===== config.mk =====
export PLATFORM = sky130hd
export DESIGN_NAME = base64_stream_encoder
export DESIGN_NICKNAME = d
export VERILOG_FILES = /design/src/rtl/b64e_pkg.sv /design/src/rtl/base64_stream_encoder.sv /design/src/rtl/b64e_front.sv /design/src/rtl/b64e_queue.sv /design/src/rtl/b64e_back.sv
export SDC_FILE = /design/constraint.sdc
export NUM_CORES = 1
export LEC_CHECK = 0
export BUFFER_PORTS_ARGS = -buffer_cell sky130_fd_sc_hd__buf_4
export CORE_MARGIN = 1.5
export CORE_UTILIZATION = 54
export CTS_BUF_LIST = sky130_fd_sc_hd__clkbuf_8 sky130_fd_sc_hd__clkbuf_16
export DETAILED_ROUTE_END_ITERATION = 6
export PLACE_DENSITY = 0.75
export SYNTH_ARGS = -nofsm -noshare
export SYNTH_HDL_FRONTEND = slang
export SYNTH_SLANG_ARGS = --single-unit
export TNS_END_PERCENT = 5

===== constraint.sdc =====
create_clock -name clk -period 3.53 [get_ports clk]
set_input_delay 0.706 -clock clk [delete_from_list [all_inputs] [get_ports clk]]
set_output_delay 0.706 -clock clk [all_outputs]
set_load 0.05 [all_outputs]

===== src/rtl/b64e_pkg.sv =====
package b64e_pkg;

  // One input item: a message byte and its end-of-message mark
  typedef struct packed {
    logic [7:0] data_byte;
    logic       final_byte;
  } byte_item_t;

  // One result item: a single encoded character
  typedef struct packed {
    logic [6:0] out_char;
    logic       group_end;
    logic       message_end;
  } char_item_t;

  // One closed group handed from the front to the back.
  // Bytes that the group lacks are zero; n_bytes is 1, 2 or 3.
  typedef struct packed {
    logic [7:0] b0;
    logic [7:0] b1;
    logic [7:0] b2;
    logic [1:0] n_bytes;
    logic       msg_end;
  } group_t;

  localparam logic [6:0] PadChar   = 7'd61;
  localparam logic [6:0] UpperBase = 7'd65;
  localparam logic [6:0] LowerBase = 7'd71;  // 'a' less 26
  localparam logic [6:0] DigitBase = 7'd124; // '0' less 52, modulo 128
  localparam logic [6:0] PlusChar  = 7'd43;
  localparam logic [6:0] SlashChar = 7'd47;

  // Map a sextet onto the standard alphabet
  function automatic logic [6:0] sextet_char(input logic [5:0] v);
    logic [6:0] v7;
    v7 = {1'b0, v};
    if (v < 6'd26) begin
      return UpperBase + v7;
    end else if (v < 6'd52) begin
      return LowerBase + v7;
    end else if (v < 6'd62) begin
      return DigitBase + v7;
    end else if (v == 6'd62) begin
      return PlusChar;
    end else begin
      return SlashChar;
    end
  endfunction

endpackage


===== src/rtl/base64_stream_encoder.sv =====
// Channel  Direction  Payload                       Handshake
// byte     in         data_byte, final_byte         byte_valid / byte_stall
// char     out        out_char, group_end, msg end  char_valid / char_stall
//
// Bytes are taken one per cycle while the group queue has room; characters
// leave one per cycle from the output register while the consumer does not
// stall, so the sustained rate is four characters per three bytes.
// A closed group is written into the queue before the output register loads it.
// Reset clears the phase, the queue and the output valid.
// Either side may stall on its own; the queue takes up the difference.
module base64_stream_encoder #(
  parameter int QUEUE_DEPTH = 2
) (
  input  logic                 clk,
  input  logic                 rst,
  input  logic                 byte_valid,
  output logic                 byte_stall,
  input  b64e_pkg::byte_item_t byte_item,
  output logic                 char_valid,
  input  logic                 char_stall,
  output b64e_pkg::char_item_t char_item
);

  logic             push;
  logic             pop;
  logic             q_full;
  logic             q_valid;
  b64e_pkg::group_t push_group;
  b64e_pkg::group_t head;

  b64e_front u_front (
    .clk        (clk),
    .rst        (rst),
    .byte_valid (byte_valid),
    .byte_item  (byte_item),
    .q_full     (q_full),
    .byte_stall (byte_stall),
    .push       (push),
    .push_group (push_group)
  );

  b64e_queue #(
    .DEPTH (QUEUE_DEPTH)
  ) u_queue (
    .clk        (clk),
    .rst        (rst),
    .push       (push),
    .push_group (push_group),
    .pop        (pop),
    .full       (q_full),
    .not_empty  (q_valid),
    .head       (head)
  );

  b64e_back u_back (
    .clk        (clk),
    .rst        (rst),
    .q_valid    (q_valid),
    .head       (head),
    .char_stall (char_stall),
    .pop        (pop),
    .char_valid (char_valid),
    .char_item  (char_item)
  );

endmodule


===== src/rtl/b64e_front.sv =====
module b64e_front (
  input  logic                clk,
  input  logic                rst,
  input  logic                byte_valid,
  input  b64e_pkg::byte_item_t byte_item,
  input  logic                q_full,
  output logic                byte_stall,
  output logic                push,
  output b64e_pkg::group_t    push_group
);

  logic [1:0] phase;
  logic [1:0] phase_next;
  logic [7:0] first_held;
  logic [7:0] second_held;
  logic [1:0] eff_phase;
  logic       accept;
  logic       closes;

  // Hold off the producer while the queue has no room
  assign byte_stall = q_full;
  assign accept     = byte_valid && !q_full;

  // An unused phase code behaves as an empty group
  assign eff_phase = (phase == 2'd3) ? 2'd0 : phase;
  assign closes    = byte_item.final_byte || (eff_phase == 2'd2);
  assign push      = accept && closes;

  // Build the closed group, zero-filling absent bytes
  always_comb begin
    push_group.msg_end = byte_item.final_byte;
    push_group.b0      = first_held;
    push_group.b1      = second_held;
    push_group.b2      = 8'd0;
    push_group.n_bytes = 2'd3;
    phase_next         = 2'd0;
    case (eff_phase)
      2'd0: begin
        push_group.b0      = byte_item.data_byte;
        push_group.b1      = 8'd0;
        push_group.n_bytes = 2'd1;
        phase_next         = byte_item.final_byte ? 2'd0 : 2'd1;
      end
      2'd1: begin
        push_group.b1      = byte_item.data_byte;
        push_group.n_bytes = 2'd2;
        phase_next         = byte_item.final_byte ? 2'd0 : 2'd2;
      end
      default: begin
        push_group.b2 = byte_item.data_byte;
      end
    endcase
  end

  // Advance the phase and store pending bytes
  always_ff @(posedge clk) begin
    if (rst) begin
      phase       <= 2'd0;
      first_held  <= 8'd0;
      second_held <= 8'd0;
    end else if (accept) begin
      phase <= phase_next;
      if (eff_phase == 2'd0) begin
        first_held <= byte_item.data_byte;
      end
      if (eff_phase == 2'd1) begin
        second_held <= byte_item.data_byte;
      end
    end
  end

endmodule


===== src/rtl/b64e_queue.sv =====
module b64e_queue #(
  parameter int DEPTH = 2
) (
  input  logic             clk,
  input  logic             rst,
  input  logic             push,
  input  b64e_pkg::group_t push_group,
  input  logic             pop,
  output logic             full,
  output logic             not_empty,
  output b64e_pkg::group_t head
);

  localparam int PtrW = (DEPTH > 1) ? $clog2(DEPTH) : 1;
  localparam int CntW = $clog2(DEPTH + 1);
  localparam logic [PtrW-1:0] LastPtr = PtrW'(DEPTH - 1);
  localparam logic [CntW-1:0] FullCnt = CntW'(DEPTH);

  b64e_pkg::group_t slots [DEPTH];
  logic [PtrW-1:0]  wr_ptr;
  logic [PtrW-1:0]  rd_ptr;
  logic [CntW-1:0]  count;

  assign full      = (count == FullCnt);
  assign not_empty = (count != '0);
  assign head      = slots[rd_ptr];

  // Write the incoming group
  always_ff @(posedge clk) begin
    if (push) begin
      slots[wr_ptr] <= push_group;
    end
  end

  // Track pointers and fill level
  always_ff @(posedge clk) begin
    if (rst) begin
      wr_ptr <= '0;
      rd_ptr <= '0;
      count  <= '0;
    end else begin
      if (push) begin
        wr_ptr <= (wr_ptr == LastPtr) ? '0 : wr_ptr + 1'b1;
      end
      if (pop) begin
        rd_ptr <= (rd_ptr == LastPtr) ? '0 : rd_ptr + 1'b1;
      end
      if (push && !pop) begin
        count <= count + 1'b1;
      end else if (pop && !push) begin
        count <= count - 1'b1;
      end
    end
  end

endmodule


===== src/rtl/b64e_back.sv =====
module b64e_back (
  input  logic                 clk,
  input  logic                 rst,
  input  logic                 q_valid,
  input  b64e_pkg::group_t     head,
  input  logic                 char_stall,
  output logic                 pop,
  output logic                 char_valid,
  output b64e_pkg::char_item_t char_item
);

  logic [1:0] idx;
  logic       advance;
  logic       load;
  logic [5:0] sextet;
  logic       pad;
  b64e_pkg::char_item_t next_item;

  // The output register moves when it is empty or being taken
  assign advance = !char_valid || !char_stall;
  assign load    = advance && q_valid;
  assign pop     = load && (idx == 2'd3);

  // Pick the sextet of the current character
  always_comb begin
    case (idx)
      2'd0:    sextet = head.b0[7:2];
      2'd1:    sextet = {head.b0[1:0], head.b1[7:4]};
      2'd2:    sextet = {head.b1[3:0], head.b2[7:6]};
      default: sextet = head.b2[5:0];
    endcase
  end

  // Characters past the group's byte count are padding
  assign pad = (idx > head.n_bytes);

  always_comb begin
    next_item.out_char    = pad ? b64e_pkg::PadChar : b64e_pkg::sextet_char(sextet);
    next_item.group_end   = (idx == 2'd3);
    next_item.message_end = (idx == 2'd3) && head.msg_end;
  end

  // Load the output register and step through the group
  always_ff @(posedge clk) begin
    if (rst) begin
      char_valid <= 1'b0;
      idx        <= 2'd0;
    end else if (advance) begin
      char_valid <= q_valid;
      if (q_valid) begin
        idx <= idx + 2'd1;
      end
    end
  end

  always_ff @(posedge clk) begin
    if (load) begin
      char_item <= next_item;
    end
  end

endmodule


# ---- Yosys cells after proc, flatten, opt, wreduce, memory -nomap -nowiden
# Memories as Yosys holds them, arrays and structs flattened. A register that Yosys moved wholly into a read port is not among the register bits.
# Cells that the tools add are included.
dict set report op_classes {
  addsub 8
  n_lt_le_gt_ge 4
  n_eq_ne 8
  mux 21
  reduce_logical 21
}
# cell n
set op_table {}
lappend op_table {{$add A7 B6 Y7 const A} 3}
lappend op_table {{$mux W7} 3}
lappend op_table {{$pmux W6 S3} 1}
lappend op_table {{$mux W8} 2}
lappend op_table {{$pmux W8 S2} 1}
lappend op_table {{$lt A6 B6 Y1 const B} 2}
lappend op_table {{$eq A2 B2 Y1 const B} 5}
lappend op_table {{$mux W2} 4}
lappend op_table {{$pmux W2 S2} 2}
lappend op_table {{$logic_and A1 B1 Y1} 7}
lappend op_table {{$mux W1} 7}
lappend op_table {{$eq A6 B6 Y1 const B} 1}
lappend op_table {{$lt A6 B5 Y1 const B} 1}
lappend op_table {{$logic_not A1 Y1} 5}
lappend op_table {{$add A2 B1 Y2 const B} 2}
lappend op_table {{$eq A2 B1 Y1 const B} 2}
lappend op_table {{$logic_not A2 Y1} 2}
lappend op_table {{$reduce_and A2 Y1} 2}
lappend op_table {{$reduce_bool A2 Y1} 2}
lappend op_table {{$mux W3} 1}
lappend op_table {{$add A1 B1 Y1 const B} 2}
lappend op_table {{$gt A2 B2 Y1} 1}
lappend op_table {{$logic_or A1 B1 Y1} 2}
lappend op_table {{$reduce_or A2 Y1} 1}
lappend op_table {{$sub A2 B1 Y2 const B} 1}
dict set report word_totals {
  reg_bits 34
  mem_bits_rw 54
  inputBits 13
  output_inout_bits 11
  word_cells 74
  memories 1
}
# memory depth width rd rd_ports_with_merged_regs wr line_no
set mem_list {}
lappend mem_list {u_queue.slots 2 27 1 1 1 b64e_queue.sv:19} ;# b64e_pkg::group_t slots [DEPTH];

# ---- Depth between registers and ports, before layout
dict set report logic_depth {
  word_depth 9
  ltp_mapped 13
  mapped_depth_nobuf 11
}

# ---- By module
# A second synthesis with hierarchy kept.
dict set report hier_totals {
  hier_cells 364
  hier_area_um2 4249.1
}
# mod instances cells_per_inst area_each_um2 seq_area_each_um2
set modules_own_cells {}
lappend modules_own_cells {b64e_queue 1 106 2163.3 1721.7}
lappend modules_own_cells {b64e_back 1 123 1101.1 330.3}
lappend modules_own_cells {b64e_front 1 135 984.7 360.3}

# ---- Worst setup path before layout
# Ideal clock, no wire load.
dict set report synth_path {
  kind {input to register}
  startpoint {in byte_valid}
  endpoint {mem u_queue.slots[0][0] in the netlist's numbering, enable pin}
  setup_ns 0.445
  t_arrival_ns 2.898
  t_required_ns 3.085
  setup_slack_ns 0.188
  cell_stages 3
  path_buffers 1
  path_cell_list {nand2_1 > clkbuf_1 > nor3_1}
}
dict set report synth_between {
  elab_chain_len 4
}
# item line_no
set synth_rtl {}
lappend synth_rtl {{from (decl)} base64_stream_encoder.sv:16} ;# input logic byte_valid,
lappend synth_rtl {{$logic_and A1 B1 Y1} b64e_front.sv:22} ;# assign accept = byte_valid && !q_full;
lappend synth_rtl {{$logic_and A1 B1 Y1} b64e_front.sv:27} ;# assign push = accept && closes;
lappend synth_rtl {{$mux W1} b64e_queue.sv:30} ;# if (push) begin
lappend synth_rtl {{$mux W1 (not written as such)} b64e_queue.sv:31} ;# slots[wr_ptr] <= push_group;
lappend synth_rtl {{to (decl)} b64e_queue.sv:19}
# Every way passes these cells.

# ---- Worst setup path in the final report
dict set report layout_path {
  startpoint {reg u_back.idx[1]}
  endpoint {reg, netlist name u_back.char_item[7]}
}
dict set report layout_between {
  elab_chain_len 6
  elab_cells_between_ends 14
  classes_between {add/sub (3); order compare (4); eq/ne (2); mux (4); reduce/logical (1)}
}
# item line_no
set layout_rtl {}
lappend layout_rtl {{from (decl)} b64e_back.sv:12} ;# logic [1:0] idx;
lappend layout_rtl {{from (signal assigned)} b64e_back.sv:51} ;# idx <= idx + 2'd1;
lappend layout_rtl {{$eq A2 B2 Y1, or another cell as far along} b64e_back.sv:26} ;# case (idx)
lappend layout_rtl {{$pmux W6 S3} b64e_back.sv:26}
lappend layout_rtl {{$add A7 B6 Y7 / $lt A6 B6 Y1 (equally long branches)} {b64e_pkg.sv:42, b64e_pkg.sv:41}}
lappend layout_rtl {{$mux W7} b64e_pkg.sv:41} ;# end else if (v < 6'd62) begin
lappend layout_rtl {{$mux W7} b64e_pkg.sv:39} ;# end else if (v < 6'd52) begin
lappend layout_rtl {{$mux W7} b64e_pkg.sv:37} ;# if (v < 6'd26) begin
# Parallel ways exist; a longest one is shown, timed or not.
# A chain may end at the register's enable or synchronous reset.

==> impl_results.md <==
- Status: completed
- Final Hold Viols: 0
- Antenna Cells: 0
- Total negative slack: 0 ps
- Slew HR: 0.516
- Minimum clock period: 3100 ps
- Final ANT Viol Nets: 0
- Detailed Route Iter0 Violations: 203
- CTS root buffer: clkbuf_8
- Top cells by area, synth: edfxtp_1 46%, dfxtp_1 13%, nand2_1 5.9%
- Resize count post-CTS: 0
- Crit share post-route: 0.879
- Area Growth Syn to Fin: 12.0%
- Cell taking the most area after synthesis: edfxtp_1
- Num rows: 31
- CTS clk-pin slew, worst paths: 90 ps
- Htree depth: 3
- Max Slew Vio Count: 0
- I/O Buffers: 23
- Post-Syn Instances: 363
- Hold Crit Class: register to register
- CTS Buffer Depth: 2
- DR pass1 iterations: 4
- Total power: 2.56 mW
- VDD IR max: 0.279 mV
- # IOs: 24
- Clk_lat worst skew: 360 ps
- Post-synthesis average cell area: 11.2 sq um
- CTS tree: yes
- Max Freq: 322 MHz
- Yosys top cell area share: 0.464
- Final setup viols: 0
- Crit path launch type: register
- First-pass GRT wire length: 13400 microns
- Critical Path AT: 3260 ps
- Core area: 7290 sq um
- Die Wd: 89.9 microns
- Cell Area, Synth: 4080 sq um
- Synth unique cells: 47
- Max Cap Viol: 0
- Max FO, Critical Path: 10
- RSZ-0062 raised after global routing: no
- Placer Congestion: 0.846
- R2R cell count: 10
- DIE AREA: 8080 sq um
- DP HPWL: 5780 microns
- Static Leak: 1.64 nW
- Die Y: 89.9 microns
- Syn_nets: 392
- Clock Skew: 11.6 ps
- Synthesized flop and latch total: 89
- Vias per cell: 5.65
- Drt wl/cell: 16.5 microns
- Global route overflow: 0
- DRC errors left: 0
- Hold buffer count at cts: 0
- Worst EP required: 3690 ps
- Total Routed Length: 8120 microns
- TritonCTS Buffers: 9
- Number of global-route vias before repair: 2787
- Antenna violations before repair: 0
- Hold Crit Depth: 2
- Setup bufs post-CTS: 0
- Initial Utilization: 0.559
- Largest net degree at the start of global routing: 28
- CP Capture Type: register
- Clk sinks: 89
- Layout cells sized above 1: 0.158
- Critical Setup Path Class: register to register
- Synth warn: 0
- Power Dens Cells: 560 nW/um^2
- Seq/Total Area, Yosys: 0.591
- Total Routing Usage GR: 0.214
- Least-Margin Pin Slew: 718 ps
- NumNets Final: 417
- DR vias: 2780
## cell usage in the layout (no fill, tap or decap), types with 3 or more instances in the layout
cell type	synthesis	layout
xor2_1	3	3
dfxtp_1	26	26
nand3_1	20	20
nor2_1	14	14
and2_1	10	10
a31oi_1	4	4
xnor2_1	3	3
inv_6	0	3
and3_1	5	5
clkbuf_8	0	9
a21oi_1	24	24
ha_1	16	16
edfxtp_1	63	63
or3_1	3	3
mux2i_1	9	9
nand2_1	64	64
a22oi_1	14	14
a211oi_1	3	3
buf_4	0	32
mux2_2	9	9
inv_1	12	12
o21ai_0	13	13
## logic make-up (layout without fill, tap and decap cells)
family          after synthesis  in the layout  synth area share
simple gates                130            130             0.150
flops                        89             89             0.591
compound gates               74             74             0.119
buf+inv                      30             60            0.0310
mux                          18             18            0.0469
fa+ha+maj                    16             16            0.0491
xor+xnor                      6              6            0.0129
## synth_stat cells (all sizes together)
master / number
or4: 1
nor2b: 3
o211ai: 1
a311oi: 1
nand4b: 1
o311ai: 1
a21oi: 24
inv: 12
nand3b: 1
nand2: 65
a22oi: 14
clkbuf: 12
and2: 10
a21boi: 1
mux2i: 9
edfxtp: 63
nor4b: 1
a31oi: 4
buf: 6
o31ai: 1
ha: 16
and3: 5
o21bai: 1
a211oi: 3
dfxtp: 26
nor3: 3
a32o: 1
or3: 3
xor2: 3
nand2b: 2
o41ai: 1
a32oi: 3
nor2: 14
xnor2: 3
nand3: 20
o21a: 2
o31a: 1
mux2: 9
o21ai: 14
nor3b: 1
a21o: 1
## power by group
part / internal (mW) / total, mW / switching [mW]
sequential: 1.21 / 1.24 / 0.0290
combinational: 0.223 / 0.626 / 0.403
clock: 0.333 / 0.698 / 0.365
## metrics by stage
stage / area, sq um / utilization / hold slack [ps] / instances / worst slack (ps)
floorplan: 4080 / - / 434 / 363 / 188
global placement: 4370 / 0.599 / 439 / 476 / 642
detailed placement: 4370 / 0.599 / 446 / 476 / 462
CTS: 4570 / 0.626 / 459 / 492 / 429
global route: 4570 / 0.626 / 483 / 492 / 45.8
finish: 4570 / 0.626 / 458 / 492 / 427
## final timing paths
check / end / slack [ps] / start
max: u_back.char_item[7]$_SDFFCE_PN1P_ / 430 / u_back.idx[1]$_SDFFE_PP0P_
min: u_front.first_held[3]$_SDFFE_PP0P_ / 460 / u_front.first_held[3]$_SDFFE_PP0P_
max reg2reg: u_back.char_item[7]$_SDFFCE_PN1P_ / 430 / u_back.idx[1]$_SDFFE_PP0P_
min reg2reg: u_front.first_held[3]$_SDFFE_PP0P_ / 460 / u_front.first_held[3]$_SDFFE_PP0P_
## registers in the layout, summed over array words and instances (netlist names), named ones only
signal,count
u_queue.slots,54
u_front.first_held,8
u_back.char_item,9
u_queue.wr_ptr,1
u_front.phase,2
u_back.char_valid,1
u_queue.count,2
u_queue.rd_ptr,1
u_back.idx,2
u_front.second_held,8
## critical path, cell delays in order, from the launching register on
cell and delay, ps:
dfxtp_1 380, ha_1 220, nor2_1 450, a32oi_1 180, o21ai_1 330, inv_1 90
ha_1 260, a31oi_1 200, o21a_1 330, nor3b_1 100, o41ai_1 340
## layout make-up
type,count,area [sq um]
clock inverter,7,76.3
clock buffer,9,124
timing repair buffer,32,240
multi-input combinational,244,1550
fill,602,2730
inverter,12,45.0
sequential,89,2410
tap,99,124
## metal layers
metal	GRT usage	wire length [microns]	vias up
li1	-	-	1360
met1	0.274	3690	1331
met2	0.352	3910	78
met3	0.0482	376	11
met4	0.0913	133	0
met5	0	0	-
Power figures use the tool's default switching activity.
